===== config.mk =====
export PLATFORM = sky130hd
export DESIGN_NAME = lce_ctrl
export DESIGN_NICKNAME = d
export VERILOG_FILES = /design/src/lce_pkg.sv /design/src/lce_ctrl.sv
export VERILOG_INCLUDE_DIRS = /design/src /design/src/src
export SDC_FILE = /design/constraint.sdc
export NUM_CORES = 1
export LEC_CHECK = 0
export BUFFER_PORTS_ARGS = -buffer_cell sky130_fd_sc_hd__buf_4
export CORE_AREA = 2 2 39 41
export CTS_CLUSTER_DIAMETER = 30
export DETAILED_ROUTE_END_ITERATION = 6
export DIE_AREA = 0 0 41 43
export PLACE_DENSITY_LB_ADDON = 0.12
export SYNTH_ARGS = -nofsm -noshare
export SYNTH_HDL_FRONTEND = slang
export SYNTH_SLANG_ARGS = --single-unit

===== constraint.sdc =====
create_clock -name clock -period 1.1 [get_ports clock]
set_input_delay 0 -clock clock [delete_from_list [all_inputs] [get_ports clock]]
set_output_delay 0 -clock clock [all_outputs]
set_load 0.02 [all_outputs]

===== src/assert_macros.svh =====
// Assertion macros for the RTL of the lagged covariance engine.
`ifndef ASSERT_MACROS_SVH
`define ASSERT_MACROS_SVH

// Consequent must hold in the same cycle as the antecedent.
`define ASSERT_SAME_CYCLE(label, clk, rst, ante, cons) \
   label: assert property (@(posedge clk) disable iff (rst) (ante) |-> (cons)) \
      else $error("same-cycle check failed");

// Consequent must hold in the cycle after the antecedent.
`define ASSERT_NEXT_CYCLE(label, clk, rst, ante, cons) \
   label: assert property (@(posedge clk) disable iff (rst) (ante) |=> (cons)) \
      else $error("next-cycle check failed");

`endif


===== src/lce_pkg.sv =====
// Shared types and codes of the lagged covariance engine.
package lce_pkg;

   localparam logic CMD_LOAD = 1'b0;
   localparam logic CMD_READ = 1'b1;

   localparam logic CSR_NUM_FEATURES = 1'b0;
   localparam logic CSR_LAG_FRAMES   = 1'b1;

   typedef enum logic [1:0] {
      ST_OK   = 2'd0,
      ST_LAG  = 2'd1,
      ST_NONE = 2'd2,
      ST_OVF  = 2'd3
   } status_type;

   typedef enum logic [3:0] {
      CS_IDLE,
      CS_FINISH,
      CS_SETUP,
      CS_PAIR,
      CS_RD_I,
      CS_RD_J,
      CS_PROD,
      CS_ACC,
      CS_POST,
      CS_MUL,
      CS_NUM,
      CS_ROUND,
      CS_DIV,
      CS_WRITE,
      CS_DONE
   } ctrl_state_type;

   typedef struct packed {
      logic load;
      logic read;
      logic finish;
      logic setup;
      logic pair_init;
      logic rd_j;
      logic prod;
      logic acc;
      logic post;
      logic mul_step;
      logic num;
      logic round;
      logic div_step;
      logic write_entry;
      logic done;
   } lce_cmd_type;

   typedef struct packed {
      logic compute_ok;
      logic k_last;
      logic mul_last;
      logic div_last;
      logic pair_last;
   } lce_stat_type;

endpackage


===== src/lce_ctrl.sv =====
// Sequencer of the lagged covariance engine: load, finish and matrix pass.
`include "assert_macros.svh"
module lce_ctrl (
   input  logic                  clock,
   input  logic                  reset,
   input  logic                  start,
   input  logic                  req_command,
   input  logic                  req_last_sample,
   input  lce_pkg::lce_stat_type stat,
   output logic                  busy,
   output lce_pkg::lce_cmd_type  cmd
);
   import lce_pkg::*;

   ctrl_state_type                 state_ff;
   ctrl_state_type                 state_in;
   logic [$bits(lce_cmd_type)-1:0] cmd_bits;

   always_ff @(posedge clock) begin
      if (reset) begin
         state_ff <= CS_IDLE;
      end else begin
         state_ff <= state_in;
      end
   end

   always_comb begin
      state_in = state_ff;
      case (state_ff)
         CS_IDLE: begin
            if (start && req_command == CMD_LOAD && req_last_sample) begin
               state_in = CS_FINISH;
            end
         end
         CS_FINISH: state_in = stat.compute_ok ? CS_SETUP : CS_IDLE;
         CS_SETUP:  state_in = CS_PAIR;
         CS_PAIR:   state_in = CS_RD_I;
         CS_RD_I:   state_in = CS_RD_J;
         CS_RD_J:   state_in = CS_PROD;
         CS_PROD:   state_in = CS_ACC;
         CS_ACC:    state_in = stat.k_last ? CS_POST : CS_RD_I;
         CS_POST:   state_in = CS_MUL;
         CS_MUL:    state_in = stat.mul_last ? CS_NUM : CS_MUL;
         CS_NUM:    state_in = CS_ROUND;
         CS_ROUND:  state_in = CS_DIV;
         CS_DIV:    state_in = stat.div_last ? CS_WRITE : CS_DIV;
         CS_WRITE:  state_in = stat.pair_last ? CS_DONE : CS_PAIR;
         CS_DONE:   state_in = CS_IDLE;
         default:   state_in = CS_IDLE;
      endcase
   end

   always_comb begin
      cmd  = '0;
      busy = 1'b1;
      case (state_ff)
         CS_IDLE: begin
            busy     = 1'b0;
            cmd.load = start && req_command == CMD_LOAD;
            cmd.read = start && req_command == CMD_READ;
         end
         CS_FINISH: cmd.finish      = 1'b1;
         CS_SETUP:  cmd.setup       = 1'b1;
         CS_PAIR:   cmd.pair_init   = 1'b1;
         CS_RD_I:   cmd             = '0;
         CS_RD_J:   cmd.rd_j        = 1'b1;
         CS_PROD:   cmd.prod        = 1'b1;
         CS_ACC:    cmd.acc         = 1'b1;
         CS_POST:   cmd.post        = 1'b1;
         CS_MUL:    cmd.mul_step    = 1'b1;
         CS_NUM:    cmd.num         = 1'b1;
         CS_ROUND:  cmd.round       = 1'b1;
         CS_DIV:    cmd.div_step    = 1'b1;
         CS_WRITE:  cmd.write_entry = 1'b1;
         CS_DONE:   cmd.done        = 1'b1;
         default:   cmd             = '0;
      endcase
   end

   assign cmd_bits = cmd;

   `ASSERT_NEXT_CYCLE(a_last_load_busy, clock, reset,
      start && !busy && req_command == CMD_LOAD && req_last_sample, busy)
   `ASSERT_SAME_CYCLE(a_cmd_onehot, clock, reset, 1'b1, $onehot0(cmd_bits))
   `ASSERT_NEXT_CYCLE(a_write_next_pair, clock, reset,
      state_ff == CS_WRITE && !stat.pair_last, state_ff == CS_PAIR)

endmodule


# --- Word level (Yosys, flattened, before mapping) ---
# Index checks and enable logic that the tools add are counted.
classes:
  reduce_logical: 4
  eq_ne: 15
  muxes: 22
  bitwise: 1
ops:
  columns: ["operator", "count"]
  rows:
  - ["4-bit case mux with 14 select lines", 1]
  - ["4-bit equality test, second input constant", 7]
  - ["4-bit by 3-bit equality test with 1-bit output, second input constant", 4]
  - ["1-bit two-way mux", 15]
  - ["4-bit two-way mux", 3]
  - ["4-bit by 2-bit equality test with 1-bit output, second input constant", 2]
  - ["2-bit two-way mux", 3]
  - ["4-bit by 1-bit equality test with 1-bit output, second input constant", 1]
  - ["4-bit logical NOT", 1]
  - ["1-bit logical AND", 3]
  - ["2-bit inequality test, second input constant", 1]
  - ["1-bit inverter", 1]
word_totals:
  regBits: 4
  out_inout_bits: 16
  inputBits: 10

# --- Logic depth before layout (Yosys ltp) ---
# Gate-level depths: netlist of the first run.
depth:
  word_depth: 5
  depth_mapped: 6

# --- Worst setup path after synthesis of the first run ---
# OpenSTA, ideal clock, no wires.
synth_path:
  path_kind: "register to output"
  start: "register state_ff[2]"
  end: "output port cmd[9] in the netlist's numbering"
  n_path_buf: 2
  setup_slack_ps: -69
  stages_incl_launch_ff: 5
  arrival_time_ps: 1169
  cell_sequence: "dfxtp_1 -> buf_4 -> buf_2 -> nand2_1 -> nor3_1"
synth_rtl:
  columns: ["element", "line_no", "source"]
  rows:
  - ["start, declared", "lce_ctrl.sv:15", "ctrl_state_type state_ff;"]
  - ["start signal, assigned", "lce_ctrl.sv:23", "state_ff <= state_in;"]
  - ["end, declared", "lce_ctrl.sv:11", "output lce_pkg::lce_cmd_type cmd"]

==> results of run 1 <==
power by group through the flow:
stage,logic [W],clock network (W),registers (W)
floorplan,0.0000556,0,0.000154
global placement,0.000116,0,0.000153
detailed placement,0.000115,0,0.000153
CTS,0.000127,0.000197,0.000146
global route,0.000149,0.000195,0.000147
finish,0.000138,0.000178,0.000147
kinds of logic after synthesis:
logic type,share of synthesized area
AOI/OAI and AO/OA,0.1934
buffers and inverters,0.09668
muxes,0.02719
DFF,0.1934
and+or+nand+nor,0.4894
metrics by stage:
| step | instance area (sq um) | std cells | hold slack [ns] | total power (W) |
|---|---|---|---|---|
| 2_1_floorplan | 434.2 | 61 | 0.07979 | 0.0002098 |
| 3_3_place_gp | 699.4 | 109 | 0.2669 | 0.0002691 |
| 3_5_place_dp | 699.4 | 109 | 0.2684 | 0.0002682 |
| 4_1_cts | 842.1 | 114 | 0.05457 | 0.0004689 |
| 5_1_grt | 920.9 | 115 | 0.08532 | 0.0004918 |
| 6_report | 920.9 | 115 | 0.06548 | 0.0004622 |
worst max-delay path by stage:
stage                           start           to  cells after the start
final                     state_ff[1]      cmd[13]                      4
after floorplan           state_ff[2]      cmd[12]                      3
after detailed placement  state_ff[3]  state_ff[1]                      4
after global routing      state_ff[1]      cmd[14]                      5
after global placement    state_ff[3]  state_ff[1]                      4
after CTS                 state_ff[1]      cmd[13]                      4
repair_timing:
| action | in CTS | in global routing |
|---|---|---|
| endpoints found under the hold margin | 0 | 0 |
| pin swaps | 6 | 5 |
| setup buffers | 2 | 1 |
| gates cloned | 0 | 0 |
| setup endpoints to repair | 18 | 20 |
| gates resized for setup | 27 | 16 |
synthesized netlist by cell type, drive strengths merged:
master and instances:
nor2 12, nand2 8, nor3 6, a21oi 5, buf 5, dfxtp 4, nand2b 4, o21ai 3
a31oi 2, inv 2, nor2b 2, and3 1, mux2 1, nand3 1, nor3b 1, nor4 1
o21a 1, o21bai 1, o22ai 1
layer usage:
layer | track usage | vias up | routed length, um
met4 | 0.06000 | 0 | 0
met3 | 0.01571 | 0 | 61
met1 | 0.1827 | 246 | 499
met2 | 0.2906 | 13 | 712
met5 | 0 | - | 0
li1 | - | 287 | -
worst max-delay path: stages (launching register included):
cell,delay [ns]
dfxtp_2,0.34
nor4_4,0.28
buf_4,0.16
and3_1,0.14
buf_4,0.13
layout by cell type, fill, tap and decap left out, types with 2 or more instances in the layout:
cell type / instances
buf_4: 26
buf_6: 14
nor2_1: 8
nor3_2: 5
nand2_1: 5
nor2_4: 4
a21oi_1: 4
nand2b_4: 3
clkbuf_4: 3
inv_1: 2
nor2b_1: 2
dfxtp_2: 2
dfxtp_4: 2
final cells by class:
| cell class | instances | area (sq um) | share of cell area |
|---|---|---|---|
| Multi-Input combinational cell | 50 | 427.9 | 0.4647 |
| Timing Repair Buffer | 40 | 352.8 | 0.3832 |
| Sequential cell | 4 | 90.09 | 0.09783 |
| Clock buffer | 3 | 22.52 | 0.02446 |
| Tap cell | 16 | 20.02 | 0.02174 |
| Inverter | 2 | 7.507 | 0.008152 |
==> impl_metrics.xml, run 1 <==
<?xml version="1.0" encoding="UTF-8"?>
<metrics>
  <group name="run_status">
    <metric name="run_status" unit="">finished, violations left</metric>
    <metric name="failing_checks" unit="">negative setup slack</metric>
  </group>
  <group name="die">
    <metric name="die_width" unit="um">41</metric>
    <metric name="floorplan.die_area" unit="sq um">1763</metric>
    <metric name="floorplan.rows" unit="">14</metric>
    <metric name="fp.dieH" unit="um">43</metric>
    <metric name="design.core.area" unit="sq um">1384</metric>
    <metric name="design.portCount" unit="">26</metric>
    <metric name="starting_density_of_the_core" unit="">0.2993</metric>
  </group>
  <group name="final_layout">
    <metric name="fin_util" unit="">0.6655</metric>
    <metric name="finalNetCount" unit="">111</metric>
    <metric name="registers.top_by_ff_count" unit="">state_ff</metric>
    <metric name="area.growth.synth_to_final" unit="%">122.4</metric>
    <metric name="fillCellCount" unit="">120</metric>
    <metric name="drive_gt1_frac" unit="">0.7071</metric>
    <metric name="number_of_diodes" unit="">0</metric>
    <metric name="reg_top3" unit="">state_ff: 4 flops</metric>
    <metric name="largest_register_ffs" unit="">4</metric>
  </group>
  <group name="timing">
    <metric name="fin_crit_sh" unit="">1.165</metric>
    <metric name="max-slew-margin-rel" unit="">0.8510</metric>
    <metric name="rsz0062_at_grt" unit="">yes</metric>
    <metric name="setup_tns" unit="ns">-1.432</metric>
    <metric name="drv_slew" unit="">0</metric>
    <metric name="post-route-min-period" unit="ns">1.282</metric>
    <metric name="skew" unit="ns">0.001086</metric>
    <metric name="fin_ws" unit="ns">-0.1816</metric>
    <metric name="achievable-frequency" unit="GHz">0.7803</metric>
    <metric name="worstMarginPinSlew" unit="ns">0.2234</metric>
    <metric name="finalSetupViolCount" unit="">14</metric>
    <metric name="hold_viol" unit="">0</metric>
  </group>
  <group name="routing">
    <metric name="length_of_the_first_detailed_routing_pass_in_iterations" unit="">2</metric>
    <metric name="ant_nets" unit="">0</metric>
    <metric name="dr.first_iter.drc_count" unit="">1</metric>
    <metric name="route.final.wire_length" unit="um">1273</metric>
    <metric name="post_drt_via_cell_ratio" unit="">4.748</metric>
    <metric name="detailroute.via_count" unit="">546</metric>
    <metric name="wire_per_inst" unit="um">11.07</metric>
    <metric name="drcViolationCount" unit="">0</metric>
  </group>
  <group name="placement">
    <metric name="place_hpwl" unit="um">938.9</metric>
    <metric name="gp_routability_congestion" unit="">0.8159</metric>
    <metric name="pre_cts_ws" unit="ns">-0.02088</metric>
    <metric name="count_of_input_and_output_buffers" unit="">25</metric>
  </group>
  <group name="worst_setup_path">
    <metric name="timing.rr.end" unit="">state_ff[0]</metric>
    <metric name="cp.required" unit="ns">1.10</metric>
    <metric name="setup.worst_path.class" unit="">reg -&gt; out</metric>
    <metric name="reg2reg_setup_slack" unit="ns">-0.04</metric>
    <metric name="length_in_cells_of_the_worst_reg_to_reg_path" unit="">5</metric>
    <metric name="cp_data_arrival_time" unit="ns">1.28</metric>
    <metric name="worstPathMaxFanout" unit="">4</metric>
    <metric name="worstSetupStartpointType" unit="">flop</metric>
    <metric name="endpoint_kind" unit="">output port</metric>
    <metric name="worst_r2r_startpoint" unit="">state_ff[3]</metric>
  </group>
  <group name="pwr">
    <metric name="power.density_cell_area" unit="nW/um^2">501.9</metric>
    <metric name="p_int" unit="W">0.0003384</metric>
    <metric name="share_clk_of_total_power" unit="">0.384</metric>
    <metric name="sw_pwr" unit="W">0.0001238</metric>
    <metric name="ir_worst_vdd" unit="mV">0.6137</metric>
    <metric name="sequentialPowerShare" unit="">0.318</metric>
    <metric name="power.share.switching" unit="">0.2679</metric>
    <metric name="relative_contribution_of_combinational_cells_to_total_power" unit="">0.298</metric>
    <metric name="power.static_leakage" unit="nW">0.4075</metric>
  </group>
  <group name="synth">
    <metric name="netlist_instances" unit="">61</metric>
    <metric name="netlist.area_leader.share" unit="">0.1934</metric>
    <metric name="synth_seq_area_share" unit="">0.1934</metric>
    <metric name="post_synth_num_cell_types" unit="">25</metric>
    <metric name="synthesis.area" unit="sq um">414.1</metric>
    <metric name="synth.avg_cell_area" unit="sq um">6.789</metric>
    <metric name="synth.yosys.warnings" unit="">0</metric>
    <metric name="synth.ff_latch_count" unit="">4</metric>
    <metric name="netlist.top_cell.by_area" unit="">dfxtp_1</metric>
    <metric name="netlist_top_cells_area" unit="">dfxtp_1 19%, nor2_1 11%, nand2_1 6.3%</metric>
    <metric name="syn-num-nets" unit="">71</metric>
  </group>
  <group name="global_routing">
    <metric name="grt_antenna_before_repair" unit="">0</metric>
    <metric name="vias_in_the_first_global_route" unit="">494</metric>
    <metric name="grt-ovfl-total" unit="">0</metric>
    <metric name="grt_use_total" unit="">0.1625</metric>
    <metric name="grt_first_pass_wirelength" unit="um">1987</metric>
    <metric name="grt_start_max_net_pins" unit="">10</metric>
  </group>
  <group name="cts">
    <metric name="clock_sink_count" unit="">4</metric>
    <metric name="cts_root_buffer" unit="">clkbuf_4</metric>
    <metric name="tritoncts_clock_tree" unit="">yes</metric>
    <metric name="tritoncts_buffer_count" unit="">3</metric>
    <metric name="cts_max_path_buffers" unit="">2</metric>
    <metric name="ctsHoldBuffers" unit="">0</metric>
    <metric name="cts_htree_levels" unit="">1</metric>
    <metric name="clk_pin_slew" unit="ns">0.04</metric>
    <metric name="clock_latency" unit="ns">0.23</metric>
  </group>
  <group name="run">
    <metric name="drv.max_cap_violation_count" unit="">0</metric>
  </group>
  <group name="hold_path">
    <metric name="holdPathEnd" unit="">state_ff[2]</metric>
    <metric name="min_path_type" unit="">in -&gt; reg</metric>
    <metric name="hp-start" unit="">reset</metric>
    <metric name="min_path_cells" unit="">4</metric>
  </group>
</metrics>
No activity file was read; power rests on OpenSTA's default activity.
==> inputs of run 2 (changes only) <==
==> constraint.sdc (replaced) <==
create_clock -name clock -period 1.1 [get_ports clock]
set_input_delay 0.22 -clock clock [delete_from_list [all_inputs] [get_ports clock]]
set_output_delay 0.22 -clock clock [all_outputs]
set_load 0.02 [all_outputs]
==> run 2 against run 1 <==
The run still ends with negative setup slack left. Sequential power shrank 3%. Power grew 7.8%. Flip-flop and latch count is the same. Register-to-register slack lost 0.02 ns. Critical endpoint is now cmd[14].
==> impl_metrics.xml, run 2 (same netlist as run 1, synthesis figures left out) <==
<?xml version="1.0" encoding="UTF-8"?>
<metrics>
  <group name="die">
    <metric name="design.portCount" unit="">26</metric>
    <metric name="fp.dieH" unit="um">43</metric>
    <metric name="floorplan.rows" unit="">14</metric>
    <metric name="floorplan.die_area" unit="sq um">1763</metric>
    <metric name="die_width" unit="um">41</metric>
    <metric name="starting_density_of_the_core" unit="">0.2993</metric>
    <metric name="design.core.area" unit="sq um">1384</metric>
  </group>
  <group name="routing">
    <metric name="route.final.wire_length" unit="um">1220</metric>
    <metric name="dr.first_iter.drc_count" unit="">5</metric>
    <metric name="drcViolationCount" unit="">0</metric>
    <metric name="length_of_the_first_detailed_routing_pass_in_iterations" unit="">3</metric>
    <metric name="detailroute.via_count" unit="">538</metric>
    <metric name="ant_nets" unit="">0</metric>
    <metric name="post_drt_via_cell_ratio" unit="">4.761</metric>
    <metric name="wire_per_inst" unit="um">10.80</metric>
  </group>
  <group name="global_routing">
    <metric name="grt-ovfl-total" unit="">0</metric>
    <metric name="grt_first_pass_wirelength" unit="um">2056</metric>
    <metric name="vias_in_the_first_global_route" unit="">490</metric>
    <metric name="grt_use_total" unit="">0.1637</metric>
    <metric name="grt_antenna_before_repair" unit="">0</metric>
    <metric name="grt_start_max_net_pins" unit="">13</metric>
  </group>
  <group name="worst_setup_path">
    <metric name="critPathMaxStageDelay" unit="ns">0.35</metric>
    <metric name="setup.worst_path.class" unit="">reg -&gt; out</metric>
    <metric name="count_of_buffer_and_inverter_cells_on_the_critical_path" unit="">1</metric>
    <metric name="length_in_cells_of_the_worst_reg_to_reg_path" unit="">5</metric>
    <metric name="worstSetupStartpointType" unit="">flop</metric>
    <metric name="cp.required" unit="ns">0.88</metric>
    <metric name="cp_cell_sequence" unit="">nor4_4 -&gt; nand2_1 -&gt; nor2_4 -&gt; buf_6</metric>
    <metric name="cp_slowest_cell" unit="">dfxtp_4</metric>
    <metric name="worstPathMaxFanout" unit="">4</metric>
    <metric name="cp_data_arrival_time" unit="ns">1.21</metric>
    <metric name="worst_r2r_startpoint" unit="">state_ff[3]</metric>
    <metric name="endpoint_kind" unit="">output port</metric>
    <metric name="timing.rr.end" unit="">state_ff[1]</metric>
    <metric name="crit_family" unit="">simple AND/OR/NAND/NOR gates</metric>
    <metric name="reg2reg_setup_slack" unit="ns">-0.06</metric>
  </group>
  <group name="pwr">
    <metric name="power.density_cell_area" unit="nW/um^2">527.6</metric>
    <metric name="power.static_leakage" unit="nW">0.3986</metric>
    <metric name="ir_worst_vdd" unit="mV">0.6240</metric>
    <metric name="power" unit="W">0.0004984</metric>
  </group>
  <group name="final_layout">
    <metric name="fin_util" unit="">0.6826</metric>
    <metric name="finalNetCount" unit="">108</metric>
    <metric name="layout.cells.most_common_list" unit="">21 x buf_4, 15 x buf_6, 6 x nor2_4, 5 x nand2_1, 4 x dfxtp_4</metric>
    <metric name="drive_gt1_frac" unit="">0.7938</metric>
    <metric name="largest_register_ffs" unit="">4</metric>
    <metric name="number_of_diodes" unit="">0</metric>
    <metric name="registers.top_by_ff_count" unit="">state_ff</metric>
    <metric name="final_common_cell" unit="">buf_4</metric>
    <metric name="reg_top3" unit="">state_ff: 4 flops</metric>
    <metric name="area.growth.synth_to_final" unit="%">128.1</metric>
  </group>
  <group name="cts">
    <metric name="tritoncts_clock_tree" unit="">yes</metric>
    <metric name="tritoncts_buffer_count" unit="">3</metric>
    <metric name="clk_pin_slew" unit="ns">0.04</metric>
    <metric name="clock_sink_count" unit="">4</metric>
    <metric name="cts_htree_levels" unit="">1</metric>
    <metric name="cts_root_buffer" unit="">clkbuf_4</metric>
    <metric name="clock_latency" unit="ns">0.24</metric>
    <metric name="cts_max_path_buffers" unit="">2</metric>
  </group>
  <group name="run_status">
    <metric name="run_status" unit="">finished, violations left</metric>
    <metric name="failing_checks" unit="">negative setup slack</metric>
  </group>
  <group name="timing">
    <metric name="fin_crit_sh" unit="">1.301</metric>
    <metric name="setup_tns" unit="ns">-4.529</metric>
    <metric name="max-slew-margin-rel" unit="">0.8385</metric>
    <metric name="achievable-frequency" unit="GHz">0.6986</metric>
    <metric name="finalSetupViolCount" unit="">20</metric>
    <metric name="skew" unit="ns">0.007614</metric>
    <metric name="post-route-min-period" unit="ns">1.432</metric>
    <metric name="fin_ws" unit="ns">-0.3315</metric>
    <metric name="worstMarginPinSlew" unit="ns">0.2404</metric>
    <metric name="drv_slew" unit="">0</metric>
    <metric name="hold_viol" unit="">0</metric>
    <metric name="rsz0062_at_grt" unit="">yes</metric>
  </group>
  <group name="placement">
    <metric name="count_of_input_and_output_buffers" unit="">25</metric>
    <metric name="gp_routability_congestion" unit="">0.7073</metric>
    <metric name="pre_cts_ws" unit="ns">-0.1332</metric>
    <metric name="place_hpwl" unit="um">958.7</metric>
  </group>
  <group name="hold_path">
    <metric name="min_path_cells" unit="">4</metric>
    <metric name="min_path_type" unit="">in -&gt; reg</metric>
    <metric name="holdPathEnd" unit="">state_ff[3]</metric>
    <metric name="hp-start" unit="">reset</metric>
  </group>
  <group name="run">
    <metric name="drv.max_cap_violation_count" unit="">0</metric>
  </group>
</metrics>
## run 2: final cells by class
cell class                 instances  area [sq um]
multi-input combinational         50         454.2
fill                             116         439.2
timing repair buffer              37         341.6
sequential                         4         95.09
clock buffer                       4         26.28
tap                               16         20.02
inverter                           2         7.507
## run 2: metrics by stage
step	cell area (sq um)	hold WS [ns]	std cells
2_1_floorplan	534.3	0.4043	61
4_1_cts	905.9	0.2831	113
6_report	944.7	0.2919	113
3_5_place_dp	760.7	0.5309	107
3_3_place_gp	760.7	0.5320	107
5_1_grt	944.7	0.3048	113
## run 2: routing by layer
metal,up-vias,share of wire,GRT usage
met5,-,0,0
li1,282,-,-
met3,0,0.057,0.04712
met1,238,0.40,0.1961
met4,0,0,0.02000
met2,18,0.54,0.2813
## run 2: report_power, final
part	switching (W)	total [W]	leakage, nW	internal (W)
sequential	0.00000305	0.000143	0.0355	0.000140
combinational	0.0000724	0.000155	0.348	0.0000829
clock	0.0000633	0.000200	0.0150	0.000136
total	0.000139	0.000498	0.399	0.000360
## run 2: worst max path at each step
stage                      startpoint       to  slack, ns  cells after the start
after floorplan           state_ff[0]   cmd[9]      -0.06                      3
after global placement    state_ff[0]  cmd[12]      -0.12                      3
after detailed placement  state_ff[0]  cmd[12]      -0.13                      3
after CTS                 state_ff[3]  cmd[14]      -0.36                      4
after global routing      state_ff[3]  cmd[14]      -0.39                      4
final                     state_ff[3]  cmd[14]      -0.33                      4
## run 2: worst register-to-register path, cell delays in order, from the launching register on
cell and delay [ns]:
dfxtp_4 0.35, buf_4 0.14, mux2_4 0.29, o21ai_2 0.11, o21a_1 0.12, nor2_1 0.03
## run 2: timing repair
item / in CTS / in global routing
setup buffers: 2 / 0
resized for setup: 29 / 10
pin swaps: 5 / 4
hold buffers: 0 / 0
endpoints found under the setup margin: 20 / 20
